### config.mk
export PLATFORM = sky130hd
export DESIGN_NAME = light_pulse_classifier
export DESIGN_NICKNAME = d
export VERILOG_FILES = /design/src/hdl/lpc_pkg.sv /design/src/hdl/light_pulse_classifier.sv
export SDC_FILE = /design/constraint.sdc
export NUM_CORES = 1
export LEC_CHECK = 0
export BUFFER_PORTS_ARGS = -buffer_cell sky130_fd_sc_hd__clkbuf_2
export CAP_MARGIN = 40
export CORE_UTILIZATION = 54
export CTS_CLUSTER_DIAMETER = 30
export CTS_CLUSTER_SIZE = 12
export DETAILED_ROUTE_END_ITERATION = 12
export PLACE_DENSITY = 0.76
export SLEW_MARGIN = 20
export SYNTH_ARGS = -nofsm -noshare
export SYNTH_HDL_FRONTEND = slang
export SYNTH_SLANG_ARGS = --single-unit
### constraint.sdc
create_clock -name clk -period 2.8 [get_ports clk]
set_input_delay 0.56 -clock clk [delete_from_list [all_inputs] [get_ports clk]]
set_output_delay 0.56 -clock clk [all_outputs]
set_load 0.01 [all_outputs]
### src/hdl/lpc_pkg.sv
// ----------------------------------------------------------------------------
// Light pulse classifier package
// Shared types and constants for the majority filter and the pulse-width
// classifier.
// ----------------------------------------------------------------------------
package lpc_pkg;

    // Width of the millisecond counter and of the reported pulse length.
    localparam int unsigned MS_W = 16;

    // Width of the tick period register.
    localparam int unsigned TICK_W = 8;

    // Saturation value of the millisecond counter.
    localparam logic [MS_W-1:0] MS_MAX = {MS_W{1'b1}};

    // Reset value of the tick period register.
    localparam logic [TICK_W-1:0] TICK_MS_RESET = 8'd7;

    // Class band bounds in milliseconds; all bounds are exclusive.
    localparam logic [MS_W-1:0] POSTER_MARK_LO = 16'd30;
    localparam logic [MS_W-1:0] POSTER_MARK_HI = 16'd60;
    localparam logic [MS_W-1:0] POSTER_TOP_LO  = 16'd95;
    localparam logic [MS_W-1:0] POSTER_TOP_HI  = 16'd135;
    localparam logic [MS_W-1:0] WHITE_MARK_LO  = 16'd1350;
    localparam logic [MS_W-1:0] WHITE_MARK_HI  = 16'd1750;
    localparam logic [MS_W-1:0] NEXT_POSTER_LO = 16'd2600;
    localparam logic [MS_W-1:0] NEXT_POSTER_HI = 16'd3200;

    // Pulse classes as reported on the result channel.
    typedef enum logic [2:0] {
        CLASS_NONE        = 3'd0,
        CLASS_POSTER_MARK = 3'd1,
        CLASS_POSTER_TOP  = 3'd2,
        CLASS_WHITE_MARK  = 3'd3,
        CLASS_NEXT_POSTER = 3'd4
    } pulse_class_t;

    // Sort a pulse length into its class band.
    function automatic pulse_class_t classify(input logic [MS_W-1:0] t);
        pulse_class_t cls;
        cls = CLASS_NONE;
        if (t > POSTER_MARK_LO && t < POSTER_MARK_HI)
        begin
            cls = CLASS_POSTER_MARK;
        end
        else if (t > POSTER_TOP_LO && t < POSTER_TOP_HI)
        begin
            cls = CLASS_POSTER_TOP;
        end
        else if (t > WHITE_MARK_LO && t < WHITE_MARK_HI)
        begin
            cls = CLASS_WHITE_MARK;
        end
        else if (t > NEXT_POSTER_LO && t < NEXT_POSTER_HI)
        begin
            cls = CLASS_NEXT_POSTER;
        end
        return cls;
    endfunction

endpackage

### src/hdl/light_pulse_classifier.sv
// Requests pass the read stage, then the output register. One request per
// cycle is taken unless output stalls; the ring memory is read at accept and
// written back by the read stage, so consecutive requests never touch the
// same entry. Reset (rst_n low, asynchronous) empties the pipeline, marks all
// ring entries as zero through per-entry valid bits, and sets tick_ms to 7.
// ----------------------------------------------------------------------------
// Light pulse classifier
// Majority filter over the last WINDOW sensor samples, with a millisecond
// counter that measures and classifies the time between filtered edges.
// ----------------------------------------------------------------------------
module light_pulse_classifier #(
    parameter int unsigned WINDOW = 8
) (
    input  logic                          clk,
    input  logic                          rst_n,

    // Configuration port for tick_ms.
    input  logic                          cfg_we,
    input  logic [lpc_pkg::TICK_W-1:0]    cfg_wdata,

    // Sample request channel.
    input  logic                          in_valid,
    output logic                          in_stall,
    input  logic                          sensor_bit,

    // Result request channel.
    output logic                          out_valid,
    input  logic                          out_stall,
    output logic                          edge_seen,
    output logic                          filtered_level,
    output logic [lpc_pkg::MS_W-1:0]      pulse_ms,
    output logic [2:0]                    pulse_class
);

    import lpc_pkg::*;

    localparam int unsigned IDX_W = (WINDOW > 1) ? $clog2(WINDOW) : 1;
    localparam int unsigned CNT_W = $clog2(WINDOW + 1);
    localparam logic [IDX_W-1:0] IDX_LAST  = IDX_W'(WINDOW - 1);
    localparam logic [CNT_W-1:0] THRESHOLD = CNT_W'(WINDOW / 2);

    // Configuration and filter state.
    logic [TICK_W-1:0] tick_ms_reg;
    logic [IDX_W-1:0]  wr_idx_reg;
    logic [CNT_W-1:0]  ones_reg;
    logic              level_before_reg;
    logic [MS_W-1:0]   elapsed_reg;

    // Sample ring memory and its per-entry valid bits.
    logic              ring_mem [WINDOW];
    logic [WINDOW-1:0] ring_vld_reg;

    // Read stage.
    logic              s1_valid_reg;
    logic              s1_bit_reg;
    logic [IDX_W-1:0]  s1_idx_reg;
    logic              s1_rd_bit_reg;
    logic              s1_rd_vld_reg;

    // Output register.
    logic              out_valid_reg;
    logic              edge_seen_reg;
    logic              filtered_level_reg;
    logic [MS_W-1:0]   pulse_ms_reg;
    pulse_class_t      pulse_class_reg;

    // Handshake and update logic.
    logic              in_accept;
    logic              s1_move;
    logic              old_bit;
    logic [CNT_W-1:0]  ones_next;
    logic              level_next;
    logic [MS_W:0]     elapsed_sum;
    logic [MS_W-1:0]   elapsed_sat;
    logic              edge_next;

    // The read stage moves on whenever the output register is free or drained.
    assign s1_move   = s1_valid_reg && (!out_valid_reg || !out_stall);
    assign in_stall  = s1_valid_reg && !s1_move;
    assign in_accept = in_valid && !in_stall;

    // An entry never written since reset reads as zero.
    assign old_bit = s1_rd_vld_reg & s1_rd_bit_reg;

    // Running count of ones: add the new sample, drop the one it replaces.
    assign ones_next  = ones_reg + CNT_W'(s1_bit_reg) - CNT_W'(old_bit);
    assign level_next = (ones_next >= THRESHOLD);
    assign edge_next  = (level_next != level_before_reg);

    // Saturating millisecond counter.
    assign elapsed_sum = {1'b0, elapsed_reg} + (MS_W+1)'(tick_ms_reg);
    assign elapsed_sat = elapsed_sum[MS_W] ? MS_MAX : elapsed_sum[MS_W-1:0];

    // Tick period register.
    always_ff @(posedge clk or negedge rst_n)
    begin
        if (!rst_n)
        begin
            tick_ms_reg <= TICK_MS_RESET;
        end
        else if (cfg_we)
        begin
            tick_ms_reg <= cfg_wdata;
        end
    end

    // Ring memory write-back when the read stage moves on.
    always_ff @(posedge clk)
    begin
        if (s1_move)
        begin
            ring_mem[s1_idx_reg] <= s1_bit_reg;
        end
    end

    // Ring memory read at accept; the read data is registered.
    always_ff @(posedge clk)
    begin
        if (in_accept)
        begin
            s1_rd_bit_reg <= ring_mem[wr_idx_reg];
            s1_bit_reg    <= sensor_bit;
            s1_idx_reg    <= wr_idx_reg;
        end
    end

    // Valid bits of the ring, read beside the memory.
    always_ff @(posedge clk or negedge rst_n)
    begin
        if (!rst_n)
        begin
            ring_vld_reg  <= '0;
            s1_rd_vld_reg <= 1'b0;
        end
        else
        begin
            if (s1_move)
            begin
                ring_vld_reg[s1_idx_reg] <= 1'b1;
            end
            if (in_accept)
            begin
                s1_rd_vld_reg <= ring_vld_reg[wr_idx_reg];
            end
        end
    end

    // Pipeline control, write pointer and filter state.
    always_ff @(posedge clk or negedge rst_n)
    begin
        if (!rst_n)
        begin
            s1_valid_reg     <= 1'b0;
            wr_idx_reg       <= '0;
            ones_reg         <= '0;
            level_before_reg <= 1'b0;
            elapsed_reg      <= '0;
            out_valid_reg    <= 1'b0;
        end
        else
        begin
            if (in_accept)
            begin
                s1_valid_reg <= 1'b1;
                wr_idx_reg   <= (wr_idx_reg == IDX_LAST) ? '0 : wr_idx_reg + IDX_W'(1);
            end
            else if (s1_move)
            begin
                s1_valid_reg <= 1'b0;
            end

            if (s1_move)
            begin
                ones_reg         <= ones_next;
                level_before_reg <= level_next;
                elapsed_reg      <= edge_next ? '0 : elapsed_sat;
                out_valid_reg    <= 1'b1;
            end
            else if (!out_stall)
            begin
                out_valid_reg <= 1'b0;
            end
        end
    end

    // Result payload.
    always_ff @(posedge clk)
    begin
        if (s1_move)
        begin
            edge_seen_reg      <= edge_next;
            filtered_level_reg <= level_next;
            pulse_ms_reg       <= edge_next ? elapsed_sat : '0;
            pulse_class_reg    <= edge_next ? classify(elapsed_sat) : CLASS_NONE;
        end
    end

    assign out_valid      = out_valid_reg;
    assign edge_seen      = edge_seen_reg;
    assign filtered_level = filtered_level_reg;
    assign pulse_ms       = pulse_ms_reg;
    assign pulse_class    = pulse_class_reg;

    // The running count can never exceed the ring size.
    assert property (@(posedge clk) disable iff (!rst_n)
        ones_reg <= CNT_W'(WINDOW))
    else $error("ones count exceeds window size");

    // A held result always matches the level the filter remembers.
    assert property (@(posedge clk) disable iff (!rst_n)
        out_valid_reg |-> (level_before_reg == filtered_level_reg))
    else $error("result level differs from stored level");

    // Without an edge the result carries no pulse length and no class.
    assert property (@(posedge clk) disable iff (!rst_n)
        (out_valid_reg && !edge_seen_reg) |->
            (pulse_ms_reg == '0 && pulse_class_reg == CLASS_NONE))
    else $error("pulse reported without an edge");

    // Input is stalled only while the read stage holds a request and out_stall holds the output register.
    assert property (@(posedge clk) disable iff (!rst_n)
        in_stall |-> (s1_valid_reg && out_valid_reg && out_stall))
    else $error("input stalled without a blocked request");

endmodule
* Yosys cells after proc, flatten, opt, wreduce, memory -nomap -nowiden *
Memories as Yosys holds them, arrays and structs flattened. A register that Yosys moved wholly into a read port is not among the register bits.
Cells that the tools add are included.

operators by class
  add/sub/neg operators = 4
  multipliers = 0
  div/mod/pow operators = 0
  $lt $le $gt $ge = 12
  equal/unequal tests = 3
  shift operators = 0
  mux-type cells = 17
  bitwise gates (word level) = 3
  reduce and logical (&&, ||, !) cells = 16

operators by type and width
  kind                                                               count
  2-to-1 mux 16 bit                                                  2
  adder 16 x 8 -> 17 bit                                             1
  greater-than comparator 16 x 11 -> 1 bit, second input constant    1
  greater-than comparator 16 x 12 -> 1 bit, second input constant    1
  greater-than comparator 16 x 5 -> 1 bit, second input constant     1
  greater-than comparator 16 x 7 -> 1 bit, second input constant     1
  < comparator 16 x 11 -> 1 bit, second input constant               1
  < comparator 16 x 12 -> 1 bit, second input constant               1
  < comparator 16 x 6 -> 1 bit, second input constant                1
  < comparator 16 x 8 -> 1 bit, second input constant                1
  2-to-1 mux 1 bit                                                   9
  logical AND 1 bit                                                  8
  < comparator 3 x 4 -> 1 bit, second input constant                 2
  OR 8 bit                                                           1
  2-to-1 mux 3 bit                                                   2
  adder 4 x 1 -> 4 bit                                               1
  greater-or-equal comparator 4 x 3 -> 1 bit, second input constant  1
  logical NOT 1 bit                                                  4
  2-to-1 mux 2 bit                                                   2
  OR reduction 4 bit                                                 1
  subtractor 4 x 1 -> 4 bit                                          1
  adder 3 x 1 -> 3 bit, second input constant                        1
  binary-select mux 1 bit (select 3 bit)                             1
  demux 1 bit (select 3 bit)                                         1
  other kinds (9)                                                    9

storage, ports and cells
  bits in registers = 68
  latch bits = 0
  bits in writable memories = 8
  bits in read-only memories = 0
  input port bits = 14
  output and inout port bits = 23
  word-level logic and storage cells = 73
  memories kept = 1

memory list
  memory    depth  bits a word  rd ports  clocked after memory_dff  write ports  line                          RTL
  ring_mem  8      1            1         1                         1            light_pulse_classifier.sv:50  logic ring_mem [WINDOW];

* Longest topological paths before layout *
  depth in word-level cells = 8
  depth in mapped cells = 12
  gate-level depth less buffers = 12

* Worst setup path after synthesis *
OpenSTA, ideal clock, no wires.

  path type = register to register
  from = register tick_ms_reg[0]
  to = register pulse_class_reg[2], in the netlist pulse_class[2] (data pin)
  setup time = 0.266 ns
  arrival = 2.551 ns
  data required time = 2.534 ns
  path slack = -0.017 ns
  stages on the path, launching flop included = 11
  buffers on the path = 0
  period minus slack after synthesis = 2.817 ns
  path through = dfstp_2 > ha_1 > fa_1 > a211oi_2 > o311a_4 > nor2_4 > mux2i_2 > and4_1 > nor3_2 > a41oi_1 > nor3_1

on the way
  word-level cells in the longest chain between the ends = 5
  elaborated cells on any way between the ends = 16
  those cells by class = add/sub (1); order compare (8); mux (2); reduce/logical (5)

RTL lines
  what                                                                            line                           RTL
  start: declaration                                                              light_pulse_classifier.sv:43   logic [TICK_W-1:0] tick_ms_reg;
  start signal: assignment                                                        light_pulse_classifier.sv:103  tick_ms_reg <= cfg_wdata;
  adder 16 x 8 -> 17 bit (*)                                                      light_pulse_classifier.sv:91   assign elapsed_sum = {1'b0, elapsed_reg} + (MS_W+1)'(tick_ms_reg);
  2-to-1 mux 16 bit (*)                                                           light_pulse_classifier.sv:92   assign elapsed_sat = elapsed_sum[MS_W] ? MS_MAX : elapsed_sum[MS_W-1:0];
  greater-than comparator 16 x 5 -> 1 bit (tied with other cells)                 lpc_pkg.sv:43                  if (t > POSTER_MARK_LO && t < POSTER_MARK_HI)
  logical AND 1 bit, on equally long branches                                     n/a
  OR reduction 4 bit (no source line) / 2-to-1 mux 3 bit (equally long branches)  n/a
  end signal: assignment                                                          light_pulse_classifier.sv:194  pulse_class_reg <= edge_next ? classify(elapsed_sat) : CLASS_NONE;
  end: declaration                                                                light_pulse_classifier.sv:65   pulse_class_t pulse_class_reg;

Every way passes the cells marked *; elsewhere a longest branch is shown, timed or not.
A chain may end at the register's enable or synchronous reset.

* Final worst setup path *
  from = register elapsed_reg[0]
  to = register pulse_class_reg[1], in the netlist pulse_class[1] (data pin)

on the way
  word-level cells in the longest chain between the ends = 6
  elaborated cells on any way between the ends = 14
  those cells by class = add/sub (1); order compare (6); mux (3); reduce/logical (4)

RTL lines
  what                                                                                              line                           RTL
  start: declaration                                                                                light_pulse_classifier.sv:47   logic [MS_W-1:0] elapsed_reg;
  start signal: assignment                                                                          light_pulse_classifier.sv:176  elapsed_reg <= edge_next ? '0 : elapsed_sat;
  adder 16 x 8 -> 17 bit (*)                                                                        light_pulse_classifier.sv:91
  2-to-1 mux 16 bit (*)                                                                             light_pulse_classifier.sv:92
  greater-than comparator 16 x 11 -> 1 bit / < comparator 16 x 11 -> 1 bit (equally long branches)  lpc_pkg.sv:51                  else if (t > WHITE_MARK_LO && t < WHITE_MARK_HI)
  logical AND 1 bit                                                                                 lpc_pkg.sv:51
  2-to-1 mux 2 bit                                                                                  lpc_pkg.sv:51
  2-to-1 mux 2 bit                                                                                  lpc_pkg.sv:47                  else if (t > POSTER_TOP_LO && t < POSTER_TOP_HI)

Marks and branches as above.

==> summary.txt <==
status - finished, violations left
violated checks - negative setup slack
internal power - 3570 uW
height of the die - 90.3 um
Num CTS Buffers - 9
utilization after layout - 69.3%
Crit. End Element - flip-flop
reg-to-reg slack, setup - -0.02 ns
Sequential Area - 2100 um2
Max Clk Rate - 355 MHz
TritonCTS clock tree - done
clock sink total - 77
pin count of the biggest net entering global routing - 40
Initial Util - 56.8%
RSZ-0062 raised after global routing - yes
drc violations - 0
Seq/Total Area, Yosys - 49.9%
gr usage total - 22.4%
n_diodes - 0
hold buffers post-CTS - 0
final worst setup slack - -0.0190 ns
switching power - 2660 uW
Iter 0 DRT Violations - 258
die area - 8150 um2
Final setup viols - 3
share of cells above drive strength 1 - 37.3%
Vias - 3155
P&R area growth vs syn - 22.0%
Layout Skew - 0.00998 ns
fraction of registers with async set/reset - 55.8%
top_reg_cell synth - dfrtp_1
Core Rows - 31
IO Count - 37
Slew Viols, Final - 0
pre-CTS setup slack - -0.0944 ns
Mean Syn Cell Area - 11.2 um2
DP HPWL - 6.16 mm
initial antenna violation count - 0
nets@finish - 475
syn nets - 405
CTS clk-pin slew, worst paths - 0.09 ns
crit start category - flip-flop
RD Place Congestion - 0.899
Worst path max stage delay - 0.42 ns
Die Wd - 90.3 um
Mapped Area - 4210 um2
slowest library cell on the worst path - dfrtp_1
wire length per cell - 16.2 um
Synth top cells by count - 40 x dfrtp_1, 36 x nor2_1, 34 x edfxtp_1, 34 x nand2_1, 16 x o31ai_1
CP max FO - 7
GR Util met3 - 4.88%
yosys warns - 0
EDFF count, synth - 34
Gate power share - 57.4%
Buf/Inv on CP - 0
Post-DRT Antenna Nets - 0
Mapped Cells - 375
Post-Route WL - 8.91 mm
largest area contributor in the netlist - edfxtp_1
gr ovfl total - 0
Clk pwr share - 13.9%
Final Hold Fails - 0
Switching Share - 42.6%
GR met1 Demand/Resource - 31.5%
Critical Path AT - 2.92 ns
maxcap violations - 0
Cell variety after synth - 68
Core ar. - 7410 um2
Synth area leaders - edfxtp_1 24%, dfrtp_1 24%, ha_1 4.2%, nor2_1 3.2%, nand2_1 3.0%
level count of the clock H-tree - 3
first-pass GRT wire length - 14.4 mm
Worst path top cell family by delay - compound AO/OA/AOI/OAI gates
Slew @ Worst Pin - 0.492 ns
Slew Limit Headroom - 67.2%
Root Driver - clkbuf_8
Via density - 5.75
register share of total power - 28.7%
vias in the first global route - 2936
Worst Hold Class - input pin to async pin
peak-usage layer in the global routing report - met2
Clock Path Buffers - 2
multi-input logic area - 2170 um2
setup TNS - -0.0359 ns
TritonRoute pass-1 iters - 5
pwr dens - 1210 nW/um2
crit-path cells - ha_4 > fa_2 > a211oi_4 > o311a_4 > nor2_4 > mux2i_4 > nor4_2 > a211oi_2 > nand4_1 > o21ai_1
Crit Path Category - flip-flop to flip-flop
critical path required time - 2.90 ns
met2 Use GR - 35.4%
top-count cell post-synth - dfrtp_1
FF+latch count, synth - 77
Design Power - 6230 uW
clk_lat worst skew - 0.35 ns
Tcrit/Tclk final - 101%
crit path time final - 2.82 ns
Max rail drop VDD - 0.000663 V
Port Buffers - 36
static leakage - 0.00210 uW
Synth top area share - 24.3%
Fillers - 541
==> power groups by stage <==
| stage | sequential [uW] | clock [uW] | combinational, uW |
|---|---|---|---|
| floorplan | 1770 | 0 | 2080 |
| global placement | 1790 | 0 | 2860 |
| detailed placement | 1800 | 0 | 2920 |
| CTS | 1780 | 880 | 3100 |
| global route | 1820 | 924 | 3860 |
| finish | 1790 | 865 | 3580 |
==> layer usage <==
metal | vias up | share of wire [%]
met2 | 118 | 48
met1 | 1506 | 45
met3 | 12 | 5.4
met4 | 0 | 0.93
li1 | 1519 | -
met5 | - | 0
==> cells in the final DEF, fill, tap and decap left out, types with 4 or more instances in the layout <==
cell,netlist,routed
a21oi_1,11,10
buf_4,3,39
clkbuf_2,0,36
clkbuf_8,0,9
dfrtp_1,40,40
edfxtp_1,34,34
ha_1,14,11
inv_1,11,11
mux2_2,11,11
mux2i_1,7,7
mux4_2,4,4
nand2_1,34,33
nand2b_1,8,8
nand3_1,8,8
nand4_1,7,7
nor2_1,36,35
nor3_1,9,8
o21ai_0,12,11
o21ai_1,4,4
o22ai_1,4,4
o31ai_1,16,8
o31ai_2,2,10
or2_2,9,9
xnor2_1,7,5
==> through the flow <==
stage,hold WS (ns),area [um2],instances
finish,0.0214,5130,549
CTS,0.0204,4930,542
floorplan,0.264,4220,375
global placement,0.402,4650,522
detailed placement,0.404,4650,522
global route,0.0117,5130,549
==> worst paths after layout <==
| path | end | start | depth (start not counted) |
|---|---|---|---|
| max | pulse_class[1] | elapsed_reg[0] | 10 |
| min | tick_ms_reg[7] | rst_n | 1 |
| max reg2reg | pulse_class[1] | elapsed_reg[0] | 10 |
| min reg2reg | ones_reg[3] | ones_reg[3] | 1 |
| max in group asynchronous | elapsed_reg[9] | rst_n | 2 |
| min in group clk | s1_bit_reg | sensor_bit | 1 |
==> worst reg2reg max path, delay by kind of cell, from the launching register on <==
family	cells	cell delay, ns
AOI/OAI and AO/OA	4	0.77
adders and majority gates	2	0.60
DFF	1	0.42
muxes	1	0.22
and+or+nand+nor	3	0.55
==> kinds of logic after synthesis <==
family,share of synthesized area (%)
muxes,7.76
and+or+nand+nor,16.9
DFF,49.9
buffers and inverters,3.21
adders and majority gates,5.12
AOI/OAI and AO/OA,13.1
xor gates and xnor gates,3.90
==> layout make-up <==
type                       count  share of cell area, %
multi-input combinational    269                   42.3
sequential                    77                   40.9
timing repair buffer          76                   9.51
clock buffer                   9                   2.41
tap                           99                   2.41
clock inverter                 7                   1.56
inverter                      12                  0.878
==> repair_timing <==
action	in CTS	in global routing
buffers inserted	4	7
setup endpoints to repair	19	30
pin swaps	9	8
gates resized for setup	11	30
(Power assumes the default switching activity.)
